**src/rtl/tlpc_pkg.sv**
```systemverilog
// Shared types, constants and lamp decoding for the traffic light phase controller.
package tlpc_pkg;

   localparam int PhaseW            = 5;
   localparam int PhaseFieldW       = 4;
   localparam int TickW             = 16;
   localparam int LampW             = 2;
   localparam int HeadW             = 3;
   localparam int PhaseCountDefault = 8;

   localparam logic [TickW-1:0] PhaseTicksReset = 16'd2000;

   localparam logic [LampW-1:0] LampRed   = 2'd0;
   localparam logic [LampW-1:0] LampGreen = 2'd1;
   localparam logic [LampW-1:0] LampAmber = 2'd2;

   typedef logic [PhaseW-1:0] phase_type;

   typedef struct packed {
      logic                   emergency;
      logic [PhaseFieldW-1:0] target_phase;
   } req_type;

   typedef struct packed {
      logic [PhaseFieldW-1:0] phase;
      logic [LampW-1:0]       head_one;
      logic [LampW-1:0]       head_two;
      logic [LampW-1:0]       head_three;
      logic [LampW-1:0]       head_four;
      logic                   preempting;
   } rsp_type;

   typedef struct packed {
      phase_type        shown;
      phase_type        cycle;
      logic [TickW-1:0] ticks;
      logic             active;
   } state_type;

   // Head h is green in phase 2h-1 and amber in phase 2h, red otherwise.
   function automatic logic [LampW-1:0] head_lamp(phase_type shown, logic [HeadW-1:0] head);
      phase_type amber_phase;
      phase_type green_phase;
      logic [LampW-1:0] lamp;
      amber_phase = phase_type'({head, 1'b0});
      green_phase = amber_phase - phase_type'(1);
      if (shown == green_phase) begin
         lamp = LampGreen;
      end else if (shown == amber_phase) begin
         lamp = LampAmber;
      end else begin
         lamp = LampRed;
      end
      return lamp;
   endfunction

endpackage

```
**src/rtl/tlpc_req_if.sv**
```systemverilog
// Tick request channel carrying the emergency request and target phase.
interface tlpc_req_if;
   import tlpc_pkg::*;

   logic    valid;
   logic    ready;
   req_type payload;

   modport source (output valid, output payload, input ready);
   modport sink (input valid, input payload, output ready);
endinterface

```
**src/rtl/tlpc_rsp_if.sv**
```systemverilog
// Result channel carrying the shown phase and the four head lamps.
interface tlpc_rsp_if;
   import tlpc_pkg::*;

   logic    valid;
   logic    ready;
   rsp_type payload;

   modport source (output valid, output payload, input ready);
   modport sink (input valid, input payload, output ready);
endinterface

```
**src/rtl/tlpc_step.sv**
```systemverilog
// Next-state logic for one tick: normal cycling, emergency hold, start and wait.
module tlpc_step #(
   parameter int PHASE_COUNT = tlpc_pkg::PhaseCountDefault
) (
   input  tlpc_pkg::state_type        state,
   input  tlpc_pkg::req_type          req,
   input  logic [tlpc_pkg::TickW-1:0] phase_ticks,
   output tlpc_pkg::state_type        next_state
);
   import tlpc_pkg::*;

   localparam phase_type LastPhase = phase_type'(PHASE_COUNT);

   logic [TickW-1:0] period;
   logic [TickW-1:0] base_ticks;
   logic [TickW:0]   ticks_plus;
   logic             period_done;
   phase_type        target;
   logic             target_ok;
   phase_type        cycle_next;

   always_comb begin
      period = (phase_ticks == '0) ? TickW'(1) : phase_ticks;
      target = phase_type'(req.target_phase);
      target_ok = (target != '0) && (target <= LastPhase);

      // A normal tick that ends a transition restarts the count from zero.
      base_ticks = (state.active && !(req.emergency && target_ok)) ? '0 : state.ticks;
      ticks_plus = {1'b0, base_ticks} + (TickW+1)'(1);
      period_done = ticks_plus >= {1'b0, period};
      cycle_next = (state.cycle >= LastPhase) ? phase_type'(1) : state.cycle + phase_type'(1);

      next_state = state;
      if (!req.emergency || !target_ok) begin
         next_state.active = 1'b0;
         if (period_done) begin
            next_state.ticks = '0;
            next_state.cycle = cycle_next;
            next_state.shown = cycle_next;
         end else begin
            next_state.ticks = ticks_plus[TickW-1:0];
            next_state.shown = state.cycle;
         end
      end else if (target == state.shown) begin
         next_state.cycle  = state.shown;
         next_state.active = 1'b0;
         next_state.ticks  = '0;
      end else if (!state.active) begin
         // A green phase drops to its amber; the last phase has no amber after it.
         if (state.shown[0] && (state.shown < LastPhase)) begin
            next_state.shown = state.shown + phase_type'(1);
         end
         next_state.active = 1'b1;
         next_state.ticks  = '0;
      end else begin
         if (period_done) begin
            next_state.shown  = target;
            next_state.active = 1'b0;
            next_state.ticks  = '0;
         end else begin
            next_state.ticks = ticks_plus[TickW-1:0];
         end
      end
   end

endmodule

```
**src/rtl/traffic_light_phase_controller.sv**
```systemverilog
// Top level of the traffic light phase controller with emergency preemption.
//
//   Channel   Dir   Payload                                        Transfer when
//   req_chan  in    emergency, target_phase                        valid && ready
//   rsp_chan  out   phase, head_one..head_four, preempting         valid && ready
//   csr_*     in    phase_ticks (16 bit)                           csr_wr_en high
//
// One tick is taken per clock cycle; its result appears in the output register
// on the next cycle. The state update and lamp decoding sit between the state
// registers and the output register. A stalled result holds in the output
// register, and a new tick is taken in the same cycle the held result is
// transferred. Synchronous reset returns to phase 1 with phase_ticks at 2000.
module traffic_light_phase_controller #(
   parameter int PHASE_COUNT = tlpc_pkg::PhaseCountDefault
) (
   input  logic                       clock,
   input  logic                       reset,
   input  logic                       csr_wr_en,
   input  logic [tlpc_pkg::TickW-1:0] csr_wr_data,
   tlpc_req_if.sink                   req_chan,
   tlpc_rsp_if.source                 rsp_chan
);
   import tlpc_pkg::*;

   localparam phase_type LastPhase = phase_type'(PHASE_COUNT);

   state_type        state_ff;
   state_type        state_in;
   logic [TickW-1:0] ticks_cfg_ff;
   logic             rsp_valid_ff;
   logic             rsp_valid_in;
   rsp_type          rsp_payload_ff;
   rsp_type          rsp_payload_in;
   logic             req_accept;

   assign req_chan.ready = !rsp_valid_ff || rsp_chan.ready;
   assign req_accept     = req_chan.valid && req_chan.ready;

   tlpc_step #(
      .PHASE_COUNT (PHASE_COUNT)
   ) u_step (
      .state       (state_ff),
      .req         (req_chan.payload),
      .phase_ticks (ticks_cfg_ff),
      .next_state  (state_in)
   );

   always_comb begin
      rsp_payload_in.phase      = state_in.shown[PhaseFieldW-1:0];
      rsp_payload_in.head_one   = head_lamp(state_in.shown, HeadW'(1));
      rsp_payload_in.head_two   = head_lamp(state_in.shown, HeadW'(2));
      rsp_payload_in.head_three = head_lamp(state_in.shown, HeadW'(3));
      rsp_payload_in.head_four  = head_lamp(state_in.shown, HeadW'(4));
      rsp_payload_in.preempting = state_in.active;
      rsp_valid_in = req_accept || (rsp_valid_ff && !rsp_chan.ready);
   end

   always_ff @(posedge clock) begin
      if (reset) begin
         state_ff.shown  <= phase_type'(1);
         state_ff.cycle  <= phase_type'(1);
         state_ff.ticks  <= '0;
         state_ff.active <= 1'b0;
         ticks_cfg_ff    <= PhaseTicksReset;
         rsp_valid_ff    <= 1'b0;
      end else begin
         if (req_accept) begin
            state_ff <= state_in;
         end
         if (csr_wr_en) begin
            ticks_cfg_ff <= csr_wr_data;
         end
         rsp_valid_ff <= rsp_valid_in;
      end
   end

   always_ff @(posedge clock) begin
      if (req_accept) begin
         rsp_payload_ff <= rsp_payload_in;
      end
   end

   assign rsp_chan.valid   = rsp_valid_ff;
   assign rsp_chan.payload = rsp_payload_ff;

`ifndef NO_ASSERTIONS
   // During a transition the shown phase is an amber phase or the last phase.
   a_transition_amber: assert property (@(posedge clock) disable iff (reset)
      state_ff.active |-> (!state_ff.shown[0] || state_ff.shown == LastPhase))
      else $error("transition active on a green phase other than the last");

   a_shown_range: assert property (@(posedge clock) disable iff (reset)
      (state_ff.shown != '0) && (state_ff.shown <= LastPhase))
      else $error("shown phase out of range");

   a_cycle_range: assert property (@(posedge clock) disable iff (reset)
      (state_ff.cycle != '0) && (state_ff.cycle <= LastPhase))
      else $error("cycle phase out of range");

   a_state_holds: assert property (@(posedge clock) disable iff (reset)
      !req_accept |=> $stable(state_ff))
      else $error("state changed without a tick transfer");

   a_normal_ends_transition: assert property (@(posedge clock) disable iff (reset)
      req_accept && !req_chan.payload.emergency |=> !state_ff.active && !rsp_chan.payload.preempting)
      else $error("normal tick left a transition active");
`endif

endmodule
```
**src/flat_wrapper.sv**
```systemverilog
// flat-port wrapper written by rule: the top's interface ports become plain ports
module traffic_light_phase_controller_flat import tlpc_pkg::*;
#(
   parameter int PHASE_COUNT = tlpc_pkg::PhaseCountDefault
)
  (clock, reset, csr_wr_en, csr_wr_data, req_chan_valid, req_chan_payload, req_chan_ready, rsp_chan_valid, rsp_chan_payload, rsp_chan_ready);
  tlpc_req_if req_chan_i ();
  tlpc_rsp_if rsp_chan_i ();
  input  logic clock;
  input  logic reset;
  input  logic csr_wr_en;
  input  logic [tlpc_pkg::TickW-1:0] csr_wr_data;
  input wire logic [$bits(req_chan_i.valid)-1:0] req_chan_valid;
  input wire logic [$bits(req_chan_i.payload)-1:0] req_chan_payload;
  output wire logic [$bits(req_chan_i.ready)-1:0] req_chan_ready;
  output wire logic [$bits(rsp_chan_i.valid)-1:0] rsp_chan_valid;
  output wire logic [$bits(rsp_chan_i.payload)-1:0] rsp_chan_payload;
  input wire logic [$bits(rsp_chan_i.ready)-1:0] rsp_chan_ready;
  assign req_chan_i.valid = req_chan_valid;
  assign req_chan_i.payload = req_chan_payload;
  assign req_chan_ready = req_chan_i.ready;
  assign rsp_chan_valid = rsp_chan_i.valid;
  assign rsp_chan_payload = rsp_chan_i.payload;
  assign rsp_chan_i.ready = rsp_chan_ready;
  traffic_light_phase_controller #(.PHASE_COUNT(PHASE_COUNT)) u_core (.clock(clock), .reset(reset), .csr_wr_en(csr_wr_en), .csr_wr_data(csr_wr_data), .req_chan(req_chan_i), .rsp_chan(rsp_chan_i));
endmodule
```
**config.mk**
```make
export PLATFORM = sky130hd
export DESIGN_NAME = traffic_light_phase_controller_flat
export DESIGN_NICKNAME = d
export VERILOG_FILES = /design/src/rtl/tlpc_pkg.sv /design/src/rtl/tlpc_req_if.sv /design/src/rtl/tlpc_rsp_if.sv /design/src/rtl/tlpc_step.sv /design/src/rtl/traffic_light_phase_controller.sv /design/src/flat_wrapper.sv
export SDC_FILE = /design/constraint.sdc
export NUM_CORES = 1
export LEC_CHECK = 0
export ABC_AREA = 0
export BUFFER_PORTS_ARGS = -buffer_cell sky130_fd_sc_hd__buf_2
export CORE_MARGIN = 1.5
export CORE_UTILIZATION = 58
export CTS_CLUSTER_SIZE = 10
export DETAILED_ROUTE_END_ITERATION = 7
export PLACE_DENSITY = 0.8
export SYNTH_ARGS = -nofsm -noshare
export SYNTH_HDL_FRONTEND = slang
export SYNTH_SLANG_ARGS = --single-unit
```
**constraint.sdc**
```tcl
create_clock -name clock -period 6.9 [get_ports clock]
set_input_delay 0.69 -clock clock [delete_from_list [all_inputs] [get_ports clock]]
set_output_delay 0.69 -clock clock [all_outputs]
set_load 0.02 [all_outputs]
```
==> flow_metrics.py, run 1 <==
metrics = {
    "status": {
        "outcome": "finished, final reports clean",
    },
    "route": {
        "drc_errors": 0,
        "antenna_left": 0,
        "drtIter0Drc": 276,
        "dr_total_vias": 2977,
        "wl_per_cell_microns": 15.53,
        "routed_via_density": 6.100,
        "drt-pass1-iter-count": 5,
        "routed_wl_microns": 7578,
    },
    "final_layout": {
        "diodes": 0,
        "regArea_sq_um": 1271,
        "nets": 458,
        "multi_input_comb_area_sq_um": 1926,
        "fillers": 452,
        "area_delta_synth_final_pct": 11.55,
        "drive_gt1_share_pct": 16.83,
    },
    "power_and_ir_drop": {
        "cell_internal_pwr_w": 0.0005477,
        "p_switching_w": 0.0002088,
        "vdd_drop_max_mv": 0.1798,
        "pwr-share-seq_pct": 49.2,
        "power_density_nw_per_um2": 201.4,
        "power_w": 0.0007566,
        "combPwrFrac_pct": 14.8,
        "p_leak_nw": 1.583,
        "switching_share_pct": 27.60,
        "p_clk_share_pct": 36.1,
    },
    "timing": {
        "setup-violations-final": 0,
        "slew_viol_final": 0,
        "finClkSkew_ns": 0.009852,
        "timing.setup.tns_ns": 0,
        "fmax_mhz": 177.3,
        "slew_headroom_pct": 41.63,
        "finalHoldViolCount": 0,
        "rsz0062_at_grt": "false",
        "worst_pin_slew_ns": 0.8735,
        "finalCritPeriodShare_pct": 81.75,
        "fin_crit_ns": 5.641,
    },
    "cts": {
        "root_buffer": "clkbuf_8",
        "cts_resized": 0,
        "cts_buffers": 9,
        "post_cts_buffers": 0,
        "htree_levels": 3,
        "cts_hold_buf": 0,
        "tritoncts": "built",
        "insertion_delay_ns": 0.34,
        "clockBufferDepth": 2,
        "clkSlewWorstSetupHoldPaths_ns": 0.07,
        "cts.sinks": 57,
    },
    "die": {
        "die_h_microns": 79.21,
        "ioPinCount": 41,
        "core_area_sq_um": 5540,
        "fp-row-count": 27,
        "fp.dieW_microns": 79.21,
        "start_util_pct": 60.79,
        "die-area_sq_um": 6273,
    },
    "global_route": {
        "grt_usage_pct": 25.72,
        "grt_pass1_vias": 2614,
        "grt_busiest_layer": "met2",
        "grt_pass1_wl_microns": 12450,
        "grt_start_max_net_pins": 39,
        "use_met2_pct": 39.74,
        "grt_antenna_before_repair": 0,
        "met3_usage_pct": 5.747,
        "groute.layer.met1.usage_pct": 34.99,
        "gr-total-overflow": 0,
    },
    "critical_path": {
        "cp_slowest_cell": "or4_1",
        "arrival_ns": 5.80,
        "crit_chain": "buf_2 > o31ai_2 > nand3_1 > buf_4 > nand2_1 > nand2_1 > inv_1 > ha_1 > nand4_1 > or2_2 > or3_1 > a21oi_1 > ha_1 > and4_1 > nand4_1 > or4_1 > nand4_2 > or2_1 > o221ai_2 > or2_2 > nor4b_2",
        "cp-start-kind": "primary input",
        "path_class": "in -> reg",
        "endpoint_kind": "flop",
        "cp_max_fo": 18,
        "critPathMaxStageDelay_ns": 0.50,
        "required_ns": 7.06,
    },
    "placement": {
        "port_buffers": 40,
        "globalplace.congestion": 0.9699,
        "hpwl_microns": 5427,
    },
    "synth": {
        "ys_types": 62,
        "yosysMostFrequentCell": "nor2_1",
        "syn_area_sq_um": 3368,
        "syn_inst": 377,
        "synth-seq-cells": 57,
        "synth-edff-count": 13,
        "yosysWarnings": 0,
        "yosys-top-cells-count": "nor2_1, dfxtp_1, nand2_1",
        "syn_area_per_cell_sq_um": 8.934,
        "synth_top_cell_area_share_pct": 26.15,
        "yosysTopAreaCell": "dfxtp_1",
        "ys_seq_area_share_pct": 37.74,
        "synth_area_leaders": "dfxtp_1, edfxtp_1, ha_1",
        "synth_fp_nets": 423,
        "synth_ff_type": "dfxtp_1",
        "async_flop_share_pct": 0,
    },
    "job": {
        "cap_violations": 0,
    },
    "min_path": {
        "hp-class": "reg -> reg",
    },
}
==> critical path: cells and delay by family <==
family | cells | cell delay [ns]
adders and majority gates | 2 | 0.44
buffers and inverters | 3 | 0.44
and+or+nand+nor | 13 | 3.40
AOI/OAI and AO/OA | 3 | 0.82
==> area by class of cell <==
class                           count  share of cell area, %
Clock inverter                      3                 0.4662
Timing Repair Buffer               41                  5.528
Inverter                           24                  2.398
Sequential cell                    57                  33.83
Clock buffer                       12                  4.129
Multi-Input combinational cell    279                  51.25
Tap cell                           72                  2.398
==> per-stage QoR <==
stage	instance area [sq um]	std cells	util, %	setup WS (ns)	hold WS (ns)
after global routing	3757	488	67.82	0.9036	0.5335
after detailed placement	3585	473	64.70	0.9964	0.4956
after global placement	3585	473	64.70	1.254	0.4788
after CTS	3757	488	67.82	1.330	0.5033
after floorplan	3368	377	-	1.498	0.4615
final	3757	488	67.82	1.259	0.5010
==> final timing paths <==
| kind | to | depth (start not counted) | from | slack, ns |
|---|---|---|---|---|
| worst min-delay path | u_core.state_ff[18]$_SDFFE_PP0P_ | 2 | u_core.state_ff[18]$_SDFFE_PP0P_ | 0.50 |
| worst max register to register | u_core.rsp_chan.payload[6]$_SDFFCE_PN0P_ | 17 | u_core.state_ff[0]$_SDFFE_PP0P_ | 1.81 |
| worst min register to register | u_core.state_ff[18]$_SDFFE_PP0P_ | 2 | u_core.state_ff[18]$_SDFFE_PP0P_ | 0.50 |
| worst max-delay path | u_core.rsp_chan.payload[6]$_SDFFCE_PN0P_ | 21 | req_chan_payload[0] | 1.26 |
==> per-layer routing <==
layer  share of wire (%)  routed length [microns]  vias up
li1                    -                        -     1436
met4                 1.9                      144        0
met1                  46                     3513     1432
met5                   0                        0        -
met3                 4.7                      356       15
met2                  47                     3564       94
==> state kept, by name (all words and copies together) (netlist names) <==
name	count
u_core.state_ff	27
u_core.ticks_cfg_ff	16
u_core.rsp_chan.payload	13
u_core.rsp_chan.valid	1
==> layout by cell type (no fill, tap or decap), types with 4 or more instances in the layout <==
cell	n
nand2_1	33
nor2_1	51
dfxtp_1	44
o21ai_0	7
nand2b_1	4
nor3_1	7
and4_1	5
o211ai_1	7
a22oi_1	17
mux2i_1	13
nand4_1	6
buf_2	40
nor4_1	5
inv_1	23
nor3b_1	4
xnor2_1	4
clkbuf_8	11
nand3_1	12
and3_1	8
a21oi_1	14
ha_1	20
edfxtp_1	13
xor2_1	13
==> power by group through the flow <==
stage / combinational (W) / clock, W / sequential (W)
6_report: 0.000112 / 0.000273 / 0.000372
2_1_floorplan: 0.0000733 / 0 / 0.000383
5_1_grt: 0.000123 / 0.000292 / 0.000374
3_5_place_dp: 0.000110 / 0 / 0.000379
4_1_cts: 0.000111 / 0.000276 / 0.000372
3_3_place_gp: 0.000107 / 0 / 0.000379
==> cells by family (layout without fill, tap and decap cells) <==
group                      after synthesis  in the layout  share of synthesized area (%)
and+or+nand+nor                        155            155                          24.22
adders and majority gates               20             20                          7.429
buffers and inverters                   41             80                          5.089
muxes                                   13             13                          3.863
xor gates and xnor gates                17             17                          4.420
DFF                                     57             57                          37.74
AOI/OAI and AO/OA                       74             74                          17.24
Note: power is estimated with default switching activity, not from simulation.
==> inputs of run 2 (changes only) <==
--- a/config.mk
+++ b/config.mk
@@ -5,13 +5,13 @@
 export SDC_FILE = /design/constraint.sdc
 export NUM_CORES = 1
 export LEC_CHECK = 0
-export ABC_AREA = 0
+export ABC_AREA = 1
 export BUFFER_PORTS_ARGS = -buffer_cell sky130_fd_sc_hd__buf_2
 export CORE_MARGIN = 1.5
 export CORE_UTILIZATION = 58
 export CTS_CLUSTER_SIZE = 10
 export DETAILED_ROUTE_END_ITERATION = 7
-export PLACE_DENSITY = 0.8
+export PLACE_DENSITY = 0.79
 export SYNTH_ARGS = -nofsm -noshare
 export SYNTH_HDL_FRONTEND = slang
 export SYNTH_SLANG_ARGS = --single-unit
==> constraint.sdc (replaced) <==
create_clock -name clock -period 5.55 [get_ports clock]
set_input_delay 0.555 -clock clock [delete_from_list [all_inputs] [get_ports clock]]
set_output_delay 0.555 -clock clock [all_outputs]
set_load 0.02 [all_outputs]
==> flow_metrics.py, run 2 <==
metrics = {
    "status": {
        "outcome": "finished, final reports clean",
    },
    "synth": {
        "synth_top_cell_area_share_pct": 25.70,
        "yosysMostFrequentCell": "nand2_1",
        "ys_types": 43,
        "ys_seq_area_share_pct": 37.09,
        "yosys-top-cells-count": "nand2_1, inv_1, a21oi_1",
        "synth-edff-count": 13,
        "syn_area_per_cell_sq_um": 7.338,
        "async_flop_share_pct": 0,
        "synth_ff_type": "dfxtp_1",
        "syn_area_sq_um": 3427,
        "yosysWarnings": 0,
        "synth_area_leaders": "dfxtp_1, edfxtp_1, nand2_1",
        "synth_fp_nets": 513,
        "synth-seq-cells": 57,
        "syn_inst": 467,
        "yosysTopAreaCell": "dfxtp_1",
    },
    "placement": {
        "port_buffers": 40,
        "globalplace.congestion": 0.8977,
        "hpwl_microns": 5901,
        "dpl_cell_area_sq_um": 3661,
    },
    "global_route": {
        "grt_antenna_before_repair": 0,
        "grt_pass1_wl_microns": 13240,
        "gr-total-overflow": 0,
        "grt_start_max_net_pins": 31,
        "grt_pass1_vias": 2902,
        "grt_usage_pct": 27.36,
    },
    "timing": {
        "hold_ws_ns": 0.4162,
        "fin_crit_ns": 4.686,
        "setup-violations-final": 0,
        "worst_pin_slew_ns": 0.6443,
        "finalHoldViolCount": 0,
        "rsz0062_at_grt": "false",
        "timing.setup.tns_ns": 0,
        "finalCritPeriodShare_pct": 84.44,
        "slew_headroom_pct": 56.91,
        "finClkSkew_ns": 0.01193,
        "fmax_mhz": 213.4,
        "slew_viol_final": 0,
    },
    "cts": {
        "tritoncts": "built",
        "clockBufferDepth": 2,
        "root_buffer": "clkbuf_8",
        "cts_buffers": 9,
        "cts.sinks": 57,
        "clkSlewWorstSetupHoldPaths_ns": 0.08,
        "post_cts_buffers": 0,
        "cts_resized": 0,
        "htree_levels": 3,
        "insertion_delay_ns": 0.35,
        "cts_hold_buf": 0,
    },
    "route": {
        "routed_wl_microns": 8098,
        "drc_errors": 0,
        "drt-pass1-iter-count": 5,
        "wl_per_cell_microns": 13.89,
        "dr_total_vias": 3177,
        "drtIter0Drc": 160,
        "antenna_left": 0,
        "routed_via_density": 5.449,
    },
    "critical_path": {
        "required_ns": 5.66,
        "critPathBufInv": 3,
        "arrival_ns": 4.80,
        "path_class": "in -> reg",
        "critPathTopFamily": "simple AND/OR/NAND/NOR gates",
        "cp-start-kind": "primary input",
        "cp_max_fo": 16,
        "cp_slowest_cell": "a21oi_1",
        "endpoint_kind": "flop",
        "critPathMaxStageDelay_ns": 0.35,
    },
    "power_and_ir_drop": {
        "vdd_drop_max_mv": 0.2210,
        "power_density_nw_per_um2": 279.3,
        "power_w": 0.001086,
        "p_leak_nw": 1.800,
    },
    "final_layout": {
        "diodes": 0,
        "fillers": 496,
        "multi_input_comb_area_sq_um": 1833,
        "area_delta_synth_final_pct": 13.44,
        "nets": 552,
        "largest_register": "u_core.state_ff",
        "final_common_cell": "nand2_1",
        "largest_register_ffs": 27,
        "regArea_sq_um": 1271,
        "mostFrequentLayoutCells": "nand2_1, inv_1, a21oi_1, dfxtp_1, buf_2",
        "drive_gt1_share_pct": 16.05,
        "fin_area_sq_um": 3887,
    },
    "die": {
        "ioPinCount": 41,
        "fp.dieW_microns": 79.87,
        "die_h_microns": 79.87,
        "start_util_pct": 61.11,
        "fp-row-count": 27,
        "die-area_sq_um": 6378,
        "core_area_sq_um": 5608,
    },
    "min_path": {
        "hp-class": "in -> reg",
    },
    "job": {
        "cap_violations": 0,
    },
}
[run 2: cell count changes after synthesis, moves of 12 or more]
cell     before  now
nand2_1      33  102
a21oi_1      14   49
mux2i_1      13    0
o21ai_0       7   31
a22oi_1      17    1
nor2_1       51   39
inv_1        23   65
nand3_1      12   27
[run 2: logic make-up (layout without fill, tap and decap cells)]
family / after synthesis / in the layout / synth area share [%]
simple gates: 201 / 201 / 28.11
buf+inv: 82 / 126 / 9.420
flops: 57 / 57 / 37.09
xor+xnor: 14 / 14 / 3.578
fa+ha+maj: 20 / 20 / 7.302
compound gates: 93 / 93 / 14.49
[run 2: worst paths after layout]
path,slack (ns),to,from,cells past startpoint
worst min register to register,0.46,u_core.state_ff[7]$_SDFFE_PP0P_,u_core.state_ff[7]$_SDFFE_PP0P_,2
worst max register to register,1.19,u_core.rsp_chan.payload[6]$_SDFFCE_PN0P_,u_core.state_ff[0]$_SDFFE_PP0P_,22
worst min-delay path,0.42,u_core.ticks_cfg_ff[9]$_SDFFE_PP1P_,csr_wr_data[9],3
worst max-delay path,0.86,u_core.rsp_chan.payload[6]$_SDFFCE_PN0P_,req_chan_payload[0],27
[run 2: report_power, final]
part           leakage (nW)  total (W)  switching [W]  internal, W
Sequential            0.492   0.000469      0.0000173     0.000452
Combinational          1.20   0.000169       0.000113    0.0000562
Clock                 0.110   0.000448       0.000192     0.000256
Total                  1.80    0.00109       0.000322     0.000764
[run 2: layer usage]
metal	GRT usage (%)	routed length (microns)	up-vias
li1	-	-	1600
met1	32.43	3355	1449
met2	47.29	4093	107
met3	5.829	425	21
met4	12.24	223	0
met5	0	0	-
[run 2: final cells by class]
type	count	area share [%]
Clock inverter	7	2.639
Sequential cell	57	32.70
Inverter	69	6.662
Clock buffer	9	3.186
Multi-Input combinational cell	328	47.15
Timing Repair Buffer	41	5.343
Tap cell	72	2.317
[run 2: worst min-delay path, cell delays in order]
cell and delay [ns]:
buf_2 0.08, a21oi_1 0.05, o21ai_0 0.06
[run 2: through the flow]
step / utilization, % / instances / setup WS [ns]
2_1_floorplan: - / 467 / 1.370
3_5_place_dp: 65.28 / 567 / 0.5911
3_3_place_gp: 65.28 / 567 / 0.7402
5_1_grt: 69.32 / 583 / 0.4584
6_report: 69.32 / 583 / 0.8637
4_1_cts: 69.32 / 583 / 0.9004
==> inputs of run 3 (changes only) <==
--- a/config.mk
+++ b/config.mk
@@ -8,10 +8,10 @@
 export ABC_AREA = 1
 export BUFFER_PORTS_ARGS = -buffer_cell sky130_fd_sc_hd__buf_2
 export CORE_MARGIN = 1.5
-export CORE_UTILIZATION = 58
+export CORE_UTILIZATION = 53
 export CTS_CLUSTER_SIZE = 10
 export DETAILED_ROUTE_END_ITERATION = 7
-export PLACE_DENSITY = 0.79
+export PLACE_DENSITY = 0.77
 export SYNTH_ARGS = -nofsm -noshare
 export SYNTH_HDL_FRONTEND = slang
 export SYNTH_SLANG_ARGS = --single-unit
==> constraint.sdc (replaced) <==
create_clock -name clock -period 3.8 [get_ports clock]
set_input_delay 0.38 -clock clock [delete_from_list [all_inputs] [get_ports clock]]
set_output_delay 0.38 -clock clock [all_outputs]
set_load 0.02 [all_outputs]
==> flow_metrics.py, run 3 (synthesis gave the netlist of run 2 again) <==
metrics = {
    "critical_path": {
        "cp_max_fo": 5,
        "reg2reg_slack_ns": 0.28,
        "reg2reg_from": "u_core.state_ff[0]$_SDFFE_PP0P_",
        "path_class": "in -> reg",
        "rr_worst_depth": 23,
        "required_ns": 3.90,
        "cp-start-kind": "primary input",
        "arrival_ns": 3.77,
        "endpoint_kind": "flop",
        "regToRegEndpoint": "u_core.rsp_chan.payload[1]$_SDFFCE_PN1P_",
    },
    "route": {
        "drc_errors": 0,
        "wl_per_cell_microns": 14.53,
        "dr_total_vias": 3433,
        "routed_via_density": 5.432,
        "drt-pass1-iter-count": 5,
        "routed_wl_microns": 9181,
        "drtIter0Drc": 209,
        "antenna_left": 0,
    },
    "power_and_ir_drop": {
        "p_leak_nw": 2.077,
        "vdd_drop_max_mv": 0.4244,
        "power_w": 0.001595,
        "power_density_nw_per_um2": 362.8,
    },
    "global_route": {
        "grt_start_max_net_pins": 31,
        "grt_antenna_before_repair": 0,
        "gr-total-overflow": 0,
        "grt_usage_pct": 26.17,
        "grt_pass1_wl_microns": 14540,
        "grt_pass1_vias": 3321,
    },
    "final_layout": {
        "fillers": 488,
        "multi_input_comb_area_sq_um": 1997,
        "final_common_cell": "nand2_1",
        "drive_gt1_share_pct": 27.21,
        "nets": 596,
        "area_delta_synth_final_pct": 28.30,
        "largest_register": "u_core.state_ff",
        "mostFrequentLayoutCells": "nand2_1, inv_1, a21oi_1, dfxtp_1, buf_4",
        "diodes": 0,
        "final_util_pct": 69.64,
        "regArea_sq_um": 1271,
        "largest_register_ffs": 27,
    },
    "timing": {
        "slew_headroom_pct": 60.21,
        "worst_pin_slew_ns": 0.5969,
        "finalHoldViolCount": 0,
        "fmax_mhz": 272.4,
        "finClkSkew_ns": 0.005586,
        "setup-violations-final": 0,
        "finalCritPeriodShare_pct": 96.61,
        "fin_crit_ns": 3.671,
        "slew_viol_final": 0,
    },
    "cts": {
        "insertion_delay_ns": 0.34,
        "clkSlewWorstSetupHoldPaths_ns": 0.06,
        "htree_levels": 3,
        "tritoncts": "built",
        "cts.sinks": 57,
        "clockBufferDepth": 2,
        "cts_buffers": 9,
        "cts_hold_buf": 0,
        "root_buffer": "clkbuf_8",
    },
    "die": {
        "start_util_pct": 54.28,
        "ioPinCount": 41,
        "fp.dieW_microns": 83.41,
        "die-area_sq_um": 6957,
        "fp-row-count": 29,
        "die_h_microns": 83.41,
        "core_area_sq_um": 6314,
    },
    "placement": {
        "hpwl_microns": 6381,
        "globalplace.congestion": 0.8759,
        "port_buffers": 40,
    },
    "status": {
        "outcome": "finished, final reports clean",
    },
    "min_path": {
        "hp-class": "in -> reg",
        "hold_path_end": "u_core.ticks_cfg_ff[6]$_SDFFE_PP1P_",
        "hold_path_depth": 3,
        "min_from": "csr_wr_data[6]",
    },
    "job": {
        "cap_violations": 0,
    },
}
-- run 3: changes by cell type in the layout (fill, tap and decap cells not counted), sizes merged --
cell	delta
nand2	+1
buf	+43
inv	-1
clkinvlp	-1
clkinv	+1
clkbuf	+1
-- run 3: timing repair --
item                                    4_1_cts  5_1_grt
buffers inserted                              0        2
gates resized for setup                       0       30
endpoints found under the hold margin         0        0
endpoints found under the setup margin        0       39
-- run 3: routing by layer --
metal | global-route usage, % | wire, microns
met5 | 0 | 0
met4 | 12.82 | 431
met3 | 7.157 | 589
met2 | 46.19 | 4600
met1 | 28.98 | 3559
-- run 3: power by group --
group,internal (W),total (W),switching (W)
combinational,0.000115,0.000299,0.000184
clock,0.000366,0.000612,0.000246
sequential,0.000660,0.000684,0.0000240
total,0.00114,0.00160,0.000454
-- run 3: area by class of cell --
class,count,area share [%]
tap,77,2.191
clock buffer,10,2.903
inverter,69,5.976
multi-input combinational,329,45.42
clock inverter,6,1.878
sequential,57,28.91
timing repair buffer,84,12.72
-- run 3: worst max-delay path by stage --
stage          slack (ns)                                  endpoint           startpoint  cells after the start
6_report             0.13  u_core.rsp_chan.payload[1]$_SDFFCE_PN1P_  req_chan_payload[0]                     28
5_1_grt             -0.18  u_core.rsp_chan.payload[2]$_SDFFCE_PN0P_  req_chan_payload[0]                     29
4_1_cts              0.05  u_core.rsp_chan.payload[2]$_SDFFCE_PN0P_  req_chan_payload[0]                     30
3_5_place_dp        -0.28  u_core.rsp_chan.payload[2]$_SDFFCE_PN0P_  req_chan_payload[0]                     30
3_3_place_gp        -0.19  u_core.rsp_chan.payload[2]$_SDFFCE_PN0P_  req_chan_payload[0]                     29
2_1_floorplan       -0.06  u_core.rsp_chan.payload[2]$_SDFFCE_PN0P_  req_chan_payload[0]                     31
-- run 3: metrics by stage --
| stage | setup WS, ns | hold slack (ns) | TNS [ns] | cells | area, sq um |
|---|---|---|---|---|---|
| finish | 0.1288 | 0.2578 | 0 | 632 | 4397 |
| global route | -0.1779 | 0.2715 | -1.305 | 632 | 4397 |
| global placement | -0.1927 | 0.4531 | -2.032 | 613 | 4025 |
| detailed placement | -0.2832 | 0.4564 | -5.446 | 613 | 4025 |
| floorplan | -0.05862 | 0.4453 | -0.2573 | 467 | 3468 |
| CTS | 0.05122 | 0.2513 | 0 | 629 | 4235 |
-- run 3: worst max-delay path, stage by stage --
cell      delay, ns
buf_2          0.12
nor2_4         0.10
nand2_1        0.06
nand2_1        0.06
nand3_2        0.10
nand2_4        0.12
inv_4          0.04
nor2_2         0.12
ha_4           0.17
nand4_4        0.09
nor2_4         0.13
nand3_4        0.10
nor3_4         0.13
xor2_1         0.20
inv_1          0.13
ha_4           0.26
a21oi_2        0.11
nor2_1         0.05
nor2_1         0.14
o21ai_2        0.09
a21oi_4        0.21
nand2_2        0.17
nand2_1        0.11
nand3_1        0.11
nand3b_1       0.14
nand2_2        0.13
nand3b_4       0.12
nor2_1         0.05
